==> config.mk <==
export PLATFORM = sky130hd
export DESIGN_NAME = midi_voice_slot_allocator_top_flat
export DESIGN_NICKNAME = d
export VERILOG_FILES = /design/src/design/mvsa_pkg.sv /design/src/design/mvsa_if.sv /design/src/design/mvsa_slot_table.sv /design/src/design/mvsa_scan_unit.sv /design/src/design/midi_voice_slot_allocator_top.sv /design/src/flat_wrapper.sv
export SDC_FILE = /design/constraint.sdc
export NUM_CORES = 1
export LEC_CHECK = 0
export BUFFER_PORTS_ARGS = -buffer_cell sky130_fd_sc_hd__clkbuf_2
export CAP_MARGIN = 20
export CORE_MARGIN = 4
export CORE_UTILIZATION = 24
export DETAILED_ROUTE_END_ITERATION = 6
export HOLD_SLACK_MARGIN = 0.08
export PLACE_DENSITY = 0.45
export SYNTH_ARGS = -nofsm -noshare
export SYNTH_HDL_FRONTEND = slang
export SYNTH_SLANG_ARGS = --single-unit
==> constraint.sdc <==
create_clock -name clk_i -period 6.38 [get_ports clk_i]
set_input_delay 1.276 -clock clk_i [delete_from_list [all_inputs] [get_ports clk_i]]
set_output_delay 1.276 -clock clk_i [all_outputs]
set_load 0.02 [all_outputs]
==> src/design/mvsa_pkg.sv <==
// Shared types and constants of the MIDI voice slot allocator.
package mvsa_pkg;

  localparam int SlotIdxW = 4;
  localparam int StatusW  = 8;
  localparam int NoteW    = 7;
  localparam int VelW     = 7;
  localparam int StampW   = 64;
  localparam int MaskW    = 16;

  // Upper nibble of the status byte; the channel nibble is dropped.
  localparam logic [3:0] CmdNoteOn  = 4'h9;
  localparam logic [3:0] CmdNoteOff = 4'h8;
  localparam logic [3:0] CmdControl = 4'hB;

  localparam logic [NoteW-1:0] CcAllNotesOff = 7'd123;
  localparam logic [NoteW-1:0] CcAllSoundOff = 7'd120;

  typedef enum logic [1:0] {
    ACT_IGNORE  = 2'd0,
    ACT_ASSIGN  = 2'd1,
    ACT_RELEASE = 2'd2,
    ACT_ALL_OFF = 2'd3
  } action_e;

  typedef enum logic [1:0] {
    ST_IDLE,
    ST_SCAN,
    ST_APPLY,
    ST_DONE
  } state_e;

  typedef struct packed {
    logic              held;
    logic [NoteW-1:0]  note;
    logic [VelW-1:0]   vel;
    logic [StampW-1:0] stamp;
  } slot_t;

  typedef struct packed {
    logic                en;
    logic [SlotIdxW-1:0] idx;
    logic [NoteW-1:0]    note;
    logic [VelW-1:0]     vel;
    logic [StampW-1:0]   stamp;
  } slot_wr_t;

  typedef struct packed {
    logic                match;
    logic [SlotIdxW-1:0] match_idx;
    logic                free;
    logic [SlotIdxW-1:0] free_idx;
    logic [SlotIdxW-1:0] min_idx;
  } scan_res_t;

  typedef struct packed {
    action_e             action;
    logic [SlotIdxW-1:0] slot_index;
    logic                retriggered;
    logic                stolen;
    logic [NoteW-1:0]    stolen_note;
    logic [MaskW-1:0]    released_mask;
    logic [VelW-1:0]     velocity;
  } result_t;

endpackage

==> src/design/mvsa_if.sv <==
// Stream interfaces for MIDI message beats in and allocation result beats out.
interface mvsa_in_if
  import mvsa_pkg::*;
();
  logic               valid;
  logic               ready;
  logic [StatusW-1:0] status_byte;
  logic [NoteW-1:0]   data_one;
  logic [VelW-1:0]    data_two;

  modport source (output valid, output status_byte, output data_one, output data_two,
                  input ready);
  modport sink   (input valid, input status_byte, input data_one, input data_two,
                  output ready);
endinterface

interface mvsa_out_if
  import mvsa_pkg::*;
();
  logic                valid;
  logic                ready;
  logic [1:0]          action;
  logic [SlotIdxW-1:0] slot_index;
  logic                retriggered;
  logic                stolen;
  logic [NoteW-1:0]    stolen_note;
  logic [MaskW-1:0]    released_mask;
  logic [VelW-1:0]     velocity;

  modport source (output valid, output action, output slot_index, output retriggered,
                  output stolen, output stolen_note, output released_mask,
                  output velocity, input ready);
  modport sink   (input valid, input action, input slot_index, input retriggered,
                  input stolen, input stolen_note, input released_mask,
                  input velocity, output ready);
endinterface

==> src/design/mvsa_slot_table.sv <==
// Voice slot table: held flags, notes, velocities and age stamps.
module mvsa_slot_table
  import mvsa_pkg::*;
#(
  parameter int NUM_VOICES = 10,
  parameter int IdxW       = 4
) (
  input  logic                  clk_i,
  input  logic                  rst_ni,
  input  logic [IdxW-1:0]       rd_idx_i,
  output slot_t                 rd_o,
  input  slot_wr_t              wr_i,
  input  logic                  clr_one_i,
  input  logic                  clr_all_i,
  output logic [NUM_VOICES-1:0] held_o
);

  logic [NUM_VOICES-1:0] held_q;
  logic [NoteW-1:0]      note_q  [NUM_VOICES];
  logic [VelW-1:0]       vel_q   [NUM_VOICES];
  logic [StampW-1:0]     stamp_q [NUM_VOICES];

  logic [IdxW-1:0] wr_idx;
  assign wr_idx = wr_i.idx[IdxW-1:0];

  always_ff @(posedge clk_i or negedge rst_ni) begin
    if (!rst_ni) begin
      held_q <= '0;
    end else if (clr_all_i) begin
      held_q <= '0;
    end else if (wr_i.en) begin
      held_q[wr_idx] <= 1'b1;
    end else if (clr_one_i) begin
      held_q[rd_idx_i] <= 1'b0;
    end
  end

  // Payload: only read behind a held flag, so no reset needed.
  always_ff @(posedge clk_i) begin
    if (wr_i.en) begin
      note_q[wr_idx]  <= wr_i.note;
      vel_q[wr_idx]   <= wr_i.vel;
      stamp_q[wr_idx] <= wr_i.stamp;
    end
  end

  assign rd_o.held  = held_q[rd_idx_i];
  assign rd_o.note  = note_q[rd_idx_i];
  assign rd_o.vel   = vel_q[rd_idx_i];
  assign rd_o.stamp = stamp_q[rd_idx_i];
  assign held_o     = held_q;

endmodule

==> src/design/mvsa_scan_unit.sv <==
// Slot scan unit: one slot a step through a shared note and stamp comparator.
module mvsa_scan_unit
  import mvsa_pkg::*;
#(
  parameter int IdxW = 4
) (
  input  logic             clk_i,
  input  logic             rst_ni,
  input  logic             en_i,
  input  logic             first_i,
  input  logic [IdxW-1:0]  idx_i,
  input  slot_t            slot_i,
  input  logic [NoteW-1:0] note_i,
  output scan_res_t        res_o
);

  logic                match_q, match_d;
  logic [SlotIdxW-1:0] match_idx_q, match_idx_d;
  logic                free_q, free_d;
  logic [SlotIdxW-1:0] free_idx_q, free_idx_d;
  logic [SlotIdxW-1:0] min_idx_q, min_idx_d;
  logic [StampW-1:0]   min_stamp_q, min_stamp_d;

  logic                match_prev, free_prev;
  logic [SlotIdxW-1:0] idx_ext;

  assign idx_ext    = SlotIdxW'(idx_i);
  assign match_prev = first_i ? 1'b0 : match_q;
  assign free_prev  = first_i ? 1'b0 : free_q;

  always_comb begin
    match_d     = match_prev;
    match_idx_d = match_idx_q;
    free_d      = free_prev;
    free_idx_d  = free_idx_q;
    min_idx_d   = min_idx_q;
    min_stamp_d = min_stamp_q;
    // keep the lowest slot for each pick; strict compare keeps ties on the lower one
    if (!match_prev && slot_i.held && slot_i.note == note_i) begin
      match_d     = 1'b1;
      match_idx_d = idx_ext;
    end
    if (!free_prev && !slot_i.held) begin
      free_d     = 1'b1;
      free_idx_d = idx_ext;
    end
    if (first_i || slot_i.stamp < min_stamp_q) begin
      min_idx_d   = idx_ext;
      min_stamp_d = slot_i.stamp;
    end
  end

  always_ff @(posedge clk_i or negedge rst_ni) begin
    if (!rst_ni) begin
      match_q <= 1'b0;
      free_q  <= 1'b0;
    end else if (en_i) begin
      match_q <= match_d;
      free_q  <= free_d;
    end
  end

  always_ff @(posedge clk_i) begin
    if (en_i) begin
      match_idx_q <= match_idx_d;
      free_idx_q  <= free_idx_d;
      min_idx_q   <= min_idx_d;
      min_stamp_q <= min_stamp_d;
    end
  end

  assign res_o.match     = match_q;
  assign res_o.match_idx = match_idx_q;
  assign res_o.free      = free_q;
  assign res_o.free_idx  = free_idx_q;
  assign res_o.min_idx   = min_idx_q;

endmodule

==> src/design/midi_voice_slot_allocator_top.sv <==
// Ignored and all-notes-off beats pass from idle through the done state into the output
// register; note-off and note-on scan the table one slot per cycle, and only note-on
// goes through the shared scan comparator and then the apply state before done.
// Input is taken only in idle; a finished result waits in the output register.
// Reset (asynchronous, active low) clears all held flags, the note-on counter,
// the sequencer and the output valid.
module midi_voice_slot_allocator_top
  import mvsa_pkg::*;
#(
  parameter int NUM_VOICES = 10
) (
  input  logic        clk_i,
  input  logic        rst_ni,
  mvsa_in_if.sink     in_i,
  mvsa_out_if.source  out_o
);

  localparam int IdxW = (NUM_VOICES > 1) ? $clog2(NUM_VOICES) : 1;
  localparam logic [IdxW-1:0] LastIdx = IdxW'(NUM_VOICES - 1);

  state_e              state_q, state_d;
  logic [IdxW-1:0]     idx_q, idx_d;
  logic [NoteW-1:0]    note_q, note_d;
  logic [VelW-1:0]     vel_q, vel_d;
  action_e             op_q, op_d;
  result_t             res_q, res_d;
  logic [StampW-1:0]   counter_q, counter_d;
  result_t             out_q, out_d;
  logic                out_valid_q, out_valid_d;

  slot_t                 rd_slot;
  logic [IdxW-1:0]       rd_idx;
  slot_wr_t              wr;
  logic                  clr_one, clr_all;
  logic [NUM_VOICES-1:0] held;
  scan_res_t             scan;
  logic                  scan_en;
  logic [SlotIdxW-1:0]   sel_idx;
  logic [3:0]            cmd;
  action_e               op_dec;
  logic                  in_fire;
  logic [StampW-1:0]     counter_inc;

  mvsa_slot_table #(
    .NUM_VOICES(NUM_VOICES),
    .IdxW      (IdxW)
  ) u_table (
    .clk_i    (clk_i),
    .rst_ni   (rst_ni),
    .rd_idx_i (rd_idx),
    .rd_o     (rd_slot),
    .wr_i     (wr),
    .clr_one_i(clr_one),
    .clr_all_i(clr_all),
    .held_o   (held)
  );

  mvsa_scan_unit #(
    .IdxW(IdxW)
  ) u_scan (
    .clk_i  (clk_i),
    .rst_ni (rst_ni),
    .en_i   (scan_en),
    .first_i(idx_q == '0),
    .idx_i  (idx_q),
    .slot_i (rd_slot),
    .note_i (note_q),
    .res_o  (scan)
  );

  assign cmd     = in_i.status_byte[StatusW-1:StatusW-4];
  assign in_fire = in_i.valid && in_i.ready;

  always_comb begin
    if (cmd == CmdNoteOn && in_i.data_two != '0) begin
      op_dec = ACT_ASSIGN;
    end else if (cmd == CmdNoteOff || cmd == CmdNoteOn) begin
      op_dec = ACT_RELEASE;
    end else if (cmd == CmdControl &&
                 (in_i.data_one == CcAllNotesOff || in_i.data_one == CcAllSoundOff)) begin
      op_dec = ACT_ALL_OFF;
    end else begin
      op_dec = ACT_IGNORE;
    end
  end

  // Slot choice order: same note held, then first free, then oldest stamp.
  assign sel_idx     = scan.match ? scan.match_idx : (scan.free ? scan.free_idx : scan.min_idx);
  assign counter_inc = counter_q + StampW'(1);
  assign rd_idx      = (state_q == ST_APPLY) ? sel_idx[IdxW-1:0] : idx_q;
  assign in_i.ready  = (state_q == ST_IDLE);

  always_comb begin
    state_d     = state_q;
    idx_d       = idx_q;
    note_d      = note_q;
    vel_d       = vel_q;
    op_d        = op_q;
    res_d       = res_q;
    counter_d   = counter_q;
    out_d       = out_q;
    out_valid_d = out_valid_q;
    scan_en     = 1'b0;
    clr_one     = 1'b0;
    clr_all     = 1'b0;
    wr          = '0;

    if (out_o.valid && out_o.ready) begin
      out_valid_d = 1'b0;
    end

    case (state_q)
      ST_IDLE: begin
        if (in_fire) begin
          note_d        = in_i.data_one;
          vel_d         = in_i.data_two;
          op_d          = op_dec;
          idx_d         = '0;
          res_d         = '0;
          res_d.action  = op_dec;
          if (op_dec == ACT_ALL_OFF) begin
            res_d.released_mask = MaskW'(held);
            clr_all             = 1'b1;
          end
          if (op_dec == ACT_ASSIGN || op_dec == ACT_RELEASE) begin
            state_d = ST_SCAN;
          end else begin
            state_d = ST_DONE;
          end
        end
      end
      ST_SCAN: begin
        if (op_q == ACT_ASSIGN) begin
          scan_en = 1'b1;
        end else if (rd_slot.held && rd_slot.note == note_q) begin
          clr_one             = 1'b1;
          res_d.released_mask = res_q.released_mask | (MaskW'(1) << idx_q);
        end
        idx_d = idx_q + IdxW'(1);
        if (idx_q == LastIdx) begin
          state_d = (op_q == ACT_ASSIGN) ? ST_APPLY : ST_DONE;
        end
      end
      ST_APPLY: begin
        wr.en             = 1'b1;
        wr.idx            = sel_idx;
        wr.note           = note_q;
        wr.vel            = vel_q;
        wr.stamp          = counter_inc;
        counter_d         = counter_inc;
        res_d.slot_index  = sel_idx;
        res_d.retriggered = scan.match;
        res_d.velocity    = vel_q;
        if (!scan.match && !scan.free) begin
          res_d.stolen      = 1'b1;
          res_d.stolen_note = rd_slot.note;
        end
        state_d = ST_DONE;
      end
      ST_DONE: begin
        // hold until the output register is free
        if (!out_valid_q || out_o.ready) begin
          out_d       = res_q;
          out_valid_d = 1'b1;
          state_d     = ST_IDLE;
        end
      end
      default: begin
        state_d = ST_IDLE;
      end
    endcase
  end

  always_ff @(posedge clk_i or negedge rst_ni) begin
    if (!rst_ni) begin
      state_q     <= ST_IDLE;
      idx_q       <= '0;
      op_q        <= ACT_IGNORE;
      counter_q   <= '0;
      out_valid_q <= 1'b0;
    end else begin
      state_q     <= state_d;
      idx_q       <= idx_d;
      op_q        <= op_d;
      counter_q   <= counter_d;
      out_valid_q <= out_valid_d;
    end
  end

  always_ff @(posedge clk_i) begin
    note_q <= note_d;
    vel_q  <= vel_d;
    res_q  <= res_d;
    out_q  <= out_d;
  end

  assign out_o.valid         = out_valid_q;
  assign out_o.action        = out_q.action;
  assign out_o.slot_index    = out_q.slot_index;
  assign out_o.retriggered   = out_q.retriggered;
  assign out_o.stolen        = out_q.stolen;
  assign out_o.stolen_note   = out_q.stolen_note;
  assign out_o.released_mask = out_q.released_mask;
  assign out_o.velocity      = out_q.velocity;

  a_busy_after_accept: assert property (@(posedge clk_i) disable iff (!rst_ni)
    in_fire |=> state_q != ST_IDLE)
    else $error("sequencer did not leave idle after an input beat");

  a_steal_only_when_full: assert property (@(posedge clk_i) disable iff (!rst_ni)
    (state_q == ST_APPLY && !scan.match && !scan.free) |-> (&held))
    else $error("slot stolen while a free slot exists");

  a_assign_no_release: assert property (@(posedge clk_i) disable iff (!rst_ni)
    (out_o.valid && out_o.action == ACT_ASSIGN) |-> out_o.released_mask == '0)
    else $error("assign beat carries a release mask");

  a_retrig_not_stolen: assert property (@(posedge clk_i) disable iff (!rst_ni)
    (out_o.valid && out_o.retriggered) |-> !out_o.stolen)
    else $error("retrigger and steal flagged together");

endmodule

==> src/flat_wrapper.sv <==
// flat-port wrapper written by rule: the top's interface ports become plain ports
module midi_voice_slot_allocator_top_flat import mvsa_pkg::*;
#(
  parameter int NUM_VOICES = 10
)
  (clk_i, rst_ni, in_i_valid, in_i_status_byte, in_i_data_one, in_i_data_two, in_i_ready, out_o_valid, out_o_action, out_o_slot_index, out_o_retriggered, out_o_stolen, out_o_stolen_note, out_o_released_mask, out_o_velocity, out_o_ready);
  mvsa_in_if in_i_i ();
  mvsa_out_if out_o_i ();
  input  logic clk_i;
  input  logic rst_ni;
  input wire logic [$bits(in_i_i.valid)-1:0] in_i_valid;
  input wire logic [$bits(in_i_i.status_byte)-1:0] in_i_status_byte;
  input wire logic [$bits(in_i_i.data_one)-1:0] in_i_data_one;
  input wire logic [$bits(in_i_i.data_two)-1:0] in_i_data_two;
  output wire logic [$bits(in_i_i.ready)-1:0] in_i_ready;
  output wire logic [$bits(out_o_i.valid)-1:0] out_o_valid;
  output wire logic [$bits(out_o_i.action)-1:0] out_o_action;
  output wire logic [$bits(out_o_i.slot_index)-1:0] out_o_slot_index;
  output wire logic [$bits(out_o_i.retriggered)-1:0] out_o_retriggered;
  output wire logic [$bits(out_o_i.stolen)-1:0] out_o_stolen;
  output wire logic [$bits(out_o_i.stolen_note)-1:0] out_o_stolen_note;
  output wire logic [$bits(out_o_i.released_mask)-1:0] out_o_released_mask;
  output wire logic [$bits(out_o_i.velocity)-1:0] out_o_velocity;
  input wire logic [$bits(out_o_i.ready)-1:0] out_o_ready;
  assign in_i_i.valid = in_i_valid;
  assign in_i_i.status_byte = in_i_status_byte;
  assign in_i_i.data_one = in_i_data_one;
  assign in_i_i.data_two = in_i_data_two;
  assign in_i_ready = in_i_i.ready;
  assign out_o_valid = out_o_i.valid;
  assign out_o_action = out_o_i.action;
  assign out_o_slot_index = out_o_i.slot_index;
  assign out_o_retriggered = out_o_i.retriggered;
  assign out_o_stolen = out_o_i.stolen;
  assign out_o_stolen_note = out_o_i.stolen_note;
  assign out_o_released_mask = out_o_i.released_mask;
  assign out_o_velocity = out_o_i.velocity;
  assign out_o_i.ready = out_o_ready;
  midi_voice_slot_allocator_top #(.NUM_VOICES(NUM_VOICES)) u_core (.clk_i(clk_i), .rst_ni(rst_ni), .in_i(in_i_i), .out_o(out_o_i));
endmodule
==> flow_metrics.tcl, run 1 <==
set metrics [dict create \
    drive_gt1_share_pct 10.47 \
    critPathKind "flop to flop" \
    crit_start "u_core.state_q[0]$_DFFE_PN0P_" \
    synth_area_um2 40230 \
    synthMuxAreaShare_pct 0.5287 \
    fp.dieArea_um2 174200 \
    nFillCells 16869 \
    met2_usage_pct 20.21 \
    gp_congestion 0.7274 \
    dieHeight_um 417.4 \
    ys_ff_latch 961 \
    cts_resized 0 \
    synth-simple-area-share_pct 14.37 \
    die-width_um 417.4 \
    avgSynthCellArea_um2 12.70 \
    r2r_cells 20 \
    core-area_um2 165700 \
    finClkSkew_ps 27.71 \
    place_inst 5332 \
    ys_warn_count 0 \
    start_util_pct 24.27 \
    ys_seq_area_share_pct 70.67 \
    routed_wirelength_um 106000 \
    gr-usage-met1_pct 16.36 \
    clock_path_buffers 3 \
    antenna_found_initial 3 \
    cts-buffers-inserted 105 \
    synth.largest_area_cell "edfxtp_1" \
    synth_area_leaders "edfxtp_1 65%, nand2_1 7.1%, dfrtp_1 5.3%, nand3_1 3.6%, ha_1 2.3%" \
    synth_common_cells "876 x edfxtp_1, 763 x nand2_1, 292 x nand3_1, 180 x a21oi_1, 109 x nor2_1" \
    hpwl_um 57380 \
    rows 149 \
    met3_usage_pct 1.403 \
    run_status "complete, no violations" \
    netlist_instances 3167 \
    yosysTopAreaCellShare_pct 65.39 \
    reg2reg_from "u_core.state_q[0]$_DFFE_PN0P_" \
    placed_area_um2 43650 \
    synth-edff-count 876 \
    drc_errors 0 \
    ir_worst_vdd_v 0.0002531 \
    ys.flop_type "edfxtp_1" \
    synthArstFlopShare_pct 8.845 \
    cp-start-kind "flop" \
    antennaDiodeCount 0 \
    setup_viol 0 \
    cts_hold_buffers 0 \
    grt_max_degree 82 \
    grt_setup_unrepaired "false" \
    mappedNetlistNets 3268 \
    max_clock_freq_mhz 171.5 \
    syn2layout_area_growth_pct 17.10 \
    track_usage_pct 11.94 \
    hold_violations 0 \
    clk_pin_slew_worst_paths_ps 60 \
    vias 24481 \
    fin_area_um2 47110 \
    gr-total-overflow 0 \
    p_per_area_nw_per_um2 496.8 \
    p_leak_nw 16.73 \
    crit_fanout 54 \
    first_iter_violations 1675 \
    slew_headroom_pct 35.16 \
    arrival_ps 6190 \
    hold_class "flop to flop" \
    port_buffers 61 \
    synth_top_family_by_area "simple AND/OR/NAND/NOR gates" \
    yosysMostFrequentCell "edfxtp_1" \
    wl_per_cell_um 19.15 \
    r2r_end "u_core.u_scan.min_stamp_q[60]$_DFFE_PP_" \
    postCtsSetupRepairBufs 0 \
    synth_xor_area_share_pct 2.634 \
    endpoint_kind "flop" \
    synth_fa_ha_area_share_pct 2.333 \
    grt_pass1_wl_um 160200 \
    clk_latency_ps 700 \
    postRouteAntennaNets 0 \
    required_ps 6740 \
    nNetsFinal 3351 \
    tritoncts "done" \
    cts_num_sinks 961 \
    worstHoldEndpoint "u_core.out_o.stolen_note[1]$_DFFE_PP_" \
    reg2reg_slack_ps 550 \
    layout_min_cycle_time_ps 5832 \
    min_period_over_period_pct 91.40 \
    io_pins 66 \
    detailedRoute.firstPassIterationCount 5 \
    maxSlewViolCount 0 \
    grt_busiest_layer "met2" \
    tightest_slew_ps 970.9 \
    ctsRootBufferMaster "clkbuf_16" \
    grt_pass1_vias 24437 \
    holdPathStages 0 \
    worstHoldStart "u_core.res_q[24]$_SDFFCE_PN0P_" \
    synth_cell_type_count 72 \
    maxCapViolCount 0 \
    viasPerCell 4.425 \
    synth_compound_area_share_pct 6.836 \
    htreeDepth 3 \
    stdcell_count 5532 \
]
cell type report:
class	count	area, um^2	share of cell area [%]
clock inverter	61	585.6	1.243
tap	2189	2739	5.814
inverter	89	337.8	0.7171
clock buffer	139	2877	6.106
multi-input combinational	1948	10850	23.04
timing repair buffer	145	1284	2.725
sequential	961	28430	60.35
power by group:
group,switching [mW],internal (mW)
logic,6.14,2.81
registers,0.264,8.12
clock network,2.50,3.57
state kept, by name, summed over array words and instances (netlist names), 10 cells and up:
name and cells:
u_core.u_table.held_o 10, u_core.u_table.stamp_q 640, u_core.out_o.released_mask 16, u_core.counter_q 64, u_core.u_table.note_q 70, u_core.u_scan.min_stamp_q 64, u_core.res_q 38
how the worst max path moves through the flow:
stage | to | slack [ps] | cells past startpoint
finish | u_core.u_scan.min_stamp_q[60]$_DFFE_PP_ | 550 | 20
CTS | u_core.u_scan.min_stamp_q[60]$_DFFE_PP_ | 540 | 21
global placement | u_core.u_scan.min_stamp_q[59]$_DFFE_PP_ | 570 | 21
global route | u_core.u_scan.min_stamp_q[60]$_DFFE_PP_ | 250 | 21
floorplan | u_core.u_table.held_o[3]$_DFFE_PN0P_ | -650 | 8
detailed placement | u_core.u_scan.min_stamp_q[59]$_DFFE_PP_ | 580 | 21
through the flow:
| stage | hold slack [ps] | setup WS (ps) | util, % | power [mW] | setup TNS, ps |
|---|---|---|---|---|---|
| floorplan | 400.3 | -647.3 | - | 14.21 | -112510 |
| global placement | 404.1 | 569.4 | 26.32 | 17.62 | 0 |
| detailed placement | 404.5 | 578.5 | 26.34 | 17.65 | 0 |
| CTS | 413.3 | 540.5 | 28.42 | 23.80 | 0 |
| global route | 429.9 | 248.4 | 28.42 | 24.96 | 0 |
| finish | 411.8 | 548.5 | 28.42 | 23.40 | 0 |
cell families (layout without fill, tap and decap cells):
family          count (synthesis)  after routing
compound gates                412            412
xor+xnor                      121            121
fa+ha+maj                      75             75
buf+inv                       258            434
flops                         961            961
mux                            19             19
simple gates                 1321           1321
layer usage:
| layer | part of all wire [%] | routed length, um | vias up |
|---|---|---|---|
| met5 | 0 | 0 | - |
| met4 | 1.6 | 1718 | 0 |
| met3 | 3.1 | 3243 | 114 |
| met2 | 49 | 51470 | 357 |
| met1 | 47 | 49530 | 12323 |
| li1 | - | - | 11687 |
critical path: stages, from the launching register on:
cell and delay, ps:
dfrtp_1 400, inv_1 160, ha_4 270, or2_2 290, o211a_4 660, buf_12 340
buf_4 240, nand2_1 70, nand3_1 70, a21oi_1 70, a311oi_1 390, ha_1 320
a21o_1 160, a21oi_1 220, o21ai_0 200, a211oi_1 320, buf_4 190, o21ai_0 220
o21ai_0 290, o211a_4 260, buf_12 240
placed cells by master, fill, tap and decap left out, types with 44 or more instances in the layout:
master / n
a21oi_1: 180
a311oi_1: 61
buf_4: 58
clkbuf_16: 106
clkbuf_2: 60
dfrtp_1: 85
edfxtp_1: 876
ha_1: 74
inv_1: 86
nand2_1: 762
nand3_1: 292
nor2_1: 102
o21ai_0: 44
xnor2_1: 84
Power figures use the tool's default switching activity.
==> inputs of run 2 (changes only) <==
- PLACE_DENSITY: 0.45 -> 0.47
- SLEW_MARGIN: not set -> 0
==> flow_metrics.tcl, run 2 (synthesis results as in run 1) <==
set metrics [dict create \
    run_status "complete, no violations" \
    slew_headroom_pct 31.58 \
    cts_num_sinks 961 \
    multi_input_area_um2 10850 \
    postRouteAntennaNets 0 \
    p_int_mw 14.57 \
    p_sw_share_pct 37.89 \
    hold_class "flop to flop" \
    fp.dieArea_um2 174200 \
    grt_pass1_wl_um 158300 \
    p_sw_mw 8.890 \
    final_common_cell "edfxtp_1" \
    area.sequential_um2 28430 \
    grt_max_degree 90 \
    p_clk_share_pct 25.7 \
    maxSlewViolCount 0 \
    regMostFlops "u_core.u_table.stamp_q" \
    antennaDiodeCount 0 \
    drc_errors 0 \
    worstHoldEndpoint "u_core.out_o.stolen_note[5]$_DFFE_PP_" \
    r2r_cells 17 \
    track_usage_pct 11.73 \
    holdPathStages 0 \
    syn2layout_area_growth_pct 17.17 \
    endpoint_kind "flop" \
    placed_area_um2 43720 \
    port_buffers 61 \
    tritoncts "done" \
    gp_congestion 0.7336 \
    cts_resized 0 \
    top_regs "u_core.u_table.stamp_q: 640 flops, u_core.u_table.note_q: 70 flops" \
    holdWs_ps 419.0 \
    p_per_area_nw_per_um2 497.7 \
    crit_fanout 31 \
    cts-buffers-inserted 106 \
    combPwrFrac_pct 38.6 \
    min_period_over_period_pct 92.45 \
    largest_reg_flops 640 \
    postCtsSetupRepairBufs 0 \
    vias 24709 \
    tightest_slew_ps 1026 \
    clk_latency_ps 670 \
    cp-start-kind "flop" \
    drive_gt1_share_pct 10.87 \
    reg2reg_from "u_core.state_q[0]$_DFFE_PN0P_" \
    start_util_pct 24.27 \
    io_pins 66 \
    viasPerCell 4.455 \
    die-width_um 417.4 \
    total_power_mw 23.46 \
    seq_power_share_pct 35.7 \
    worstHoldStart "u_core.res_q[28]$_SDFFCE_PN0P_" \
    gr-total-overflow 0 \
    critPathKind "flop to flop" \
    clock_path_buffers 3 \
    rows 149 \
    timing.final.ws_setup_ps 481.6 \
    required_ps 6790 \
    r2r_end "u_core.u_scan.min_idx_q[3]$_DFFE_PP_" \
    hold_violations 0 \
    finClkSkew_ps 16.62 \
    cts_hold_buffers 0 \
    antenna_found_initial 1 \
    clk_pin_slew_worst_paths_ps 60 \
    fin_area_um2 47140 \
    routed_wirelength_um 104600 \
    hpwl_um 58990 \
    setup_viol 0 \
    dp_slack_ps 451.0 \
    htreeDepth 3 \
    first_iter_violations 1887 \
    dieHeight_um 417.4 \
    detailedRoute.firstPassIterationCount 6 \
    grt_pass1_vias 24703 \
    maxCapViolCount 0 \
    nFillCells 16815 \
    arrival_ps 6300 \
    max_clock_freq_mhz 169.5 \
    layout_min_cycle_time_ps 5898 \
    nNetsFinal 3368 \
    reg2reg_slack_ps 480 \
    core-area_um2 165700 \
    ctsRootBufferMaster "clkbuf_16" \
    p_leak_nw 16.77 \
    ir_worst_vdd_v 0.0002369 \
    grt_setup_unrepaired "false" \
    wl_per_cell_um 18.86 \
    final_cell_mix "876 x edfxtp_1, 762 x nand2_1, 292 x nand3_1" \
]
run 2: cell types whose count changed in the layout (fill, tap and decap cells not counted), sizes merged:
cell | previous run | this run
clkbuf | 199 | 196
clkinv | 47 | 45
bufinv | 10 | 9
buf | 85 | 101
clkinvlp | 1 | 5
run 2: worst max path at each step:
stage	endpoint	startpoint	depth (start not counted)	slack, ps
after floorplan	u_core.u_table.held_o[3]$_DFFE_PN0P_	u_core.state_q[0]$_DFFE_PN0P_	8	-650
after global placement	u_core.u_scan.min_idx_q[0]$_DFFE_PP_	u_core.state_q[0]$_DFFE_PN0P_	17	540
after detailed placement	u_core.u_scan.min_idx_q[3]$_DFFE_PP_	u_core.state_q[0]$_DFFE_PN0P_	17	450
after CTS	u_core.u_scan.min_idx_q[3]$_DFFE_PP_	u_core.state_q[0]$_DFFE_PN0P_	17	430
after global routing	u_core.u_scan.min_idx_q[3]$_DFFE_PP_	u_core.state_q[0]$_DFFE_PN0P_	17	220
final	u_core.u_scan.min_idx_q[3]$_DFFE_PP_	u_core.state_q[0]$_DFFE_PN0P_	17	480
run 2: power groups by stage:
stage	sequential (mW)	combinational [mW]	clock [mW]
CTS	8.39	9.24	6.20
finish	8.38	9.05	6.03
global route	8.46	10.1	6.47
floorplan	8.60	5.61	0
global placement	8.50	9.22	0
detailed placement	8.52	9.21	0
run 2: layout make-up:
class | instances | share of cell area (%)
well taps | 2189 | 5.810
repair buffers | 161 | 2.883
flip-flops and latches | 961 | 60.32
clock buffers | 136 | 6.107
clock inverters | 62 | 1.141
inverters | 89 | 0.7167
multi-input cells | 1948 | 23.03
run 2: metrics by stage:
stage / util, % / setup TNS (ps) / std cells
after floorplan: - / -112510 / 3167
after global placement: 26.38 / 0 / 5348
after detailed placement: 26.38 / 0 / 5348
after CTS: 28.44 / 0 / 5546
after global routing: 28.44 / 0 / 5546
final: 28.44 / 0 / 5546
run 2: per-layer routing:
metal | GRT usage [%] | wire, um
met1 | 15.78 | 47880
met3 | 1.624 | 4311
met2 | 19.92 | 50530
met5 | 0 | 0
met4 | 3.011 | 1887
run 2: worst max-delay path: stages, from the launching register on:
cell and delay [ps]:
dfrtp_1 400, inv_1 160, ha_4 300, buf_4 420, nor2_1 170, o211ai_4 600, buf_4 400, a21oi_1 70
a311oi_1 460, ha_1 230, nand4_1 180, or4b_2 700, or3_1 460, nor4_1 330, buf_4 170, o21ai_0 110
o211a_4 220, buf_4 210
==> inputs of run 3 (changes only) <==
- CORE_UTILIZATION: 24 -> 45
- PLACE_DENSITY: 0.47 -> 0.71
- SETUP_SLACK_MARGIN: not set -> 0.3
==> flow_metrics.tcl, run 3 (synthesis results as in run 1) <==
set metrics [dict create \
    total_power_mw 22.37 \
    final_common_cell "edfxtp_1" \
    routed_wirelength_um 91090 \
    critPathKind "flop to flop" \
    rows 109 \
    port_buffers 61 \
    fp.dieArea_um2 94250 \
    gp_congestion 0.8024 \
    htreeDepth 3 \
    arrival_ps 6110 \
    crit_fanout 63 \
    finClkSkew_ps 29.31 \
    syn2layout_area_growth_pct 12.51 \
    dp_slack_ps 667.1 \
    nNetsFinal 3334 \
    combPwrFrac_pct 38.1 \
    worst-path-buf-inv 5 \
    layout_min_cycle_time_ps 5785 \
    placed_area_um2 42190 \
    postRouteAntennaNets 0 \
    slew_headroom_pct 31.57 \
    largest_reg_flops 640 \
    regMostFlops "u_core.u_table.stamp_q" \
    antenna_found_initial 1 \
    cts-buffers-inserted 96 \
    p_leak_nw 16.46 \
    timing.final.ws_setup_ps 594.6 \
    p_per_area_nw_per_um2 494.2 \
    ctsRootBufferMaster "clkbuf_16" \
    grt_max_degree 74 \
    fin_area_um2 45270 \
    clk_pin_slew_worst_paths_ps 60 \
    cts_num_sinks 961 \
    tightest_slew_ps 1024 \
    drc_errors 0 \
    clk_latency_ps 650 \
    antennaDiodeCount 0 \
    ir_worst_vdd_v 0.0003656 \
    cpPeakStageDelay_ps 640 \
    required_ps 6700 \
    first_iter_violations 2593 \
    viasPerCell 5.636 \
    die-width_um 307 \
    maxCapViolCount 0 \
    drive_gt1_share_pct 9.643 \
    p_sw_mw 8.378 \
    max_clock_freq_mhz 172.8 \
    io_pins 66 \
    dieHeight_um 307 \
    run_status "complete, no violations" \
    grt_setup_unrepaired "false" \
    core-area_um2 88510 \
    clock_path_buffers 3 \
    final_cell_mix "876 x edfxtp_1, 762 x nand2_1, 292 x nand3_1" \
    cp_cell_sequence "inv_1, ha_4, or2_2, o211a_4, buf_12, buf_4, nand2_1, nand3_1, a21oi_1, a311oi_1, ha_1, a21o_1, a21o_1, a21oi_1, nor2_1, a211oi_1, o21ai_0, a221oi_1, buf_4, o211a_4, buf_12" \
    maxSlewViolCount 0 \
    p_sw_share_pct 37.45 \
    slowest_stage "o211a_4" \
    seq_power_share_pct 37.5 \
    p_clk_share_pct 24.4 \
    vias 25208 \
    start_util_pct 45.45 \
    tritoncts "done" \
    gr-total-overflow 0 \
    tns_ps 0 \
    hpwl_um 49980 \
    setup_viol 0 \
    detailedRoute.firstPassIterationCount 6 \
    grt_pass1_wl_um 141700 \
    top_regs "u_core.u_table.stamp_q: 640 flops, u_core.u_table.note_q: 70 flops" \
    wl_per_cell_um 20.37 \
    min_period_over_period_pct 90.68 \
    p_int_mw 13.99 \
    grt_pass1_vias 24610 \
    endpoint_kind "flop" \
    hold_class "flop to flop" \
    cts_hold_buffers 0 \
    crit_family "compound AO/OA/AOI/OAI gates" \
    nFillCells 7185 \
    hold_violations 0 \
    cp-start-kind "flop" \
    track_usage_pct 19.04 \
]
==> run 3: cell types whose count changed in the layout (fill, tap and decap cells not counted), sizes merged <==
cell      previous run  this run
buf                101        77
clkbuf             196       186
clkinv              45        38
clkinvlp             5         0
inv                 92        90
bufinv               9         8
==> run 3: through the flow <==
stage / hold slack [ps] / cells / utilization (%)
CTS: 418.6 / 4472 / 51.12
global route: 419.9 / 4473 / 51.14
floorplan: 400.3 / 3167 / -
finish: 419.3 / 4473 / 51.14
detailed placement: 404.5 / 4299 / 47.67
global placement: 402.5 / 4299 / 47.67
==> run 3: final timing paths <==
path                                               start                                      end  slack, ps  cells after the start
setup / recovery           u_core.state_q[0]$_DFFE_PN0P_  u_core.u_scan.min_stamp_q[57]$_DFFE_PP_        590                     21
hold / removal             u_core.res_q[2]$_SDFFCE_PN0P_       u_core.out_o.velocity[2]$_DFFE_PP_        420                      0
setup reg to reg           u_core.state_q[0]$_DFFE_PN0P_  u_core.u_scan.min_stamp_q[57]$_DFFE_PP_        590                     21
hold reg to reg            u_core.res_q[2]$_SDFFCE_PN0P_       u_core.out_o.velocity[2]$_DFFE_PP_        420                      0
max in group asynchronous                         rst_ni         u_core.counter_q[57]$_DFFE_PN0P_       4570                      2
min in group asynchronous                         rst_ni     u_core.u_table.held_o[9]$_DFFE_PN0P_        560                      1
==> run 3: final cells by class <==
type / count / area, um^2 / share of cell area (%)
clock buffers: 126 / 2586 / 5.713
clock inverters: 47 / 470.5 / 1.039
inverters: 89 / 337.8 / 0.7463
multi-input cells: 1948 / 10850 / 23.98
flip-flops and latches: 961 / 28430 / 62.81
well taps: 1165 / 1458 / 3.220
repair buffers: 137 / 1129 / 2.493
==> run 3: repair_timing <==
action	CTS	global route
buffers inserted	0	1
resized for setup	0	0
endpoints found under the setup margin	0	68
hold endpoints to repair	0	0
==> run 3: power by group through the flow <==
stage	Combinational, mW	Clock (mW)	Sequential (mW)
floorplan	5.61	0	8.60
global placement	8.28	0	8.48
detailed placement	8.45	0	8.51
CTS	8.50	5.55	8.39
global route	9.43	5.84	8.45
finish	8.52	5.46	8.39
==> run 3: per-layer routing <==
metal,wire (um),global-route usage (%),part of all wire [%],up-vias
li1,-,-,-,11610
met1,38940,26.89,43,12492
met2,43860,31.20,48,931
met3,6136,2.624,6.7,173
met4,2147,5.505,2.4,2
met5,13,0,0.014,-
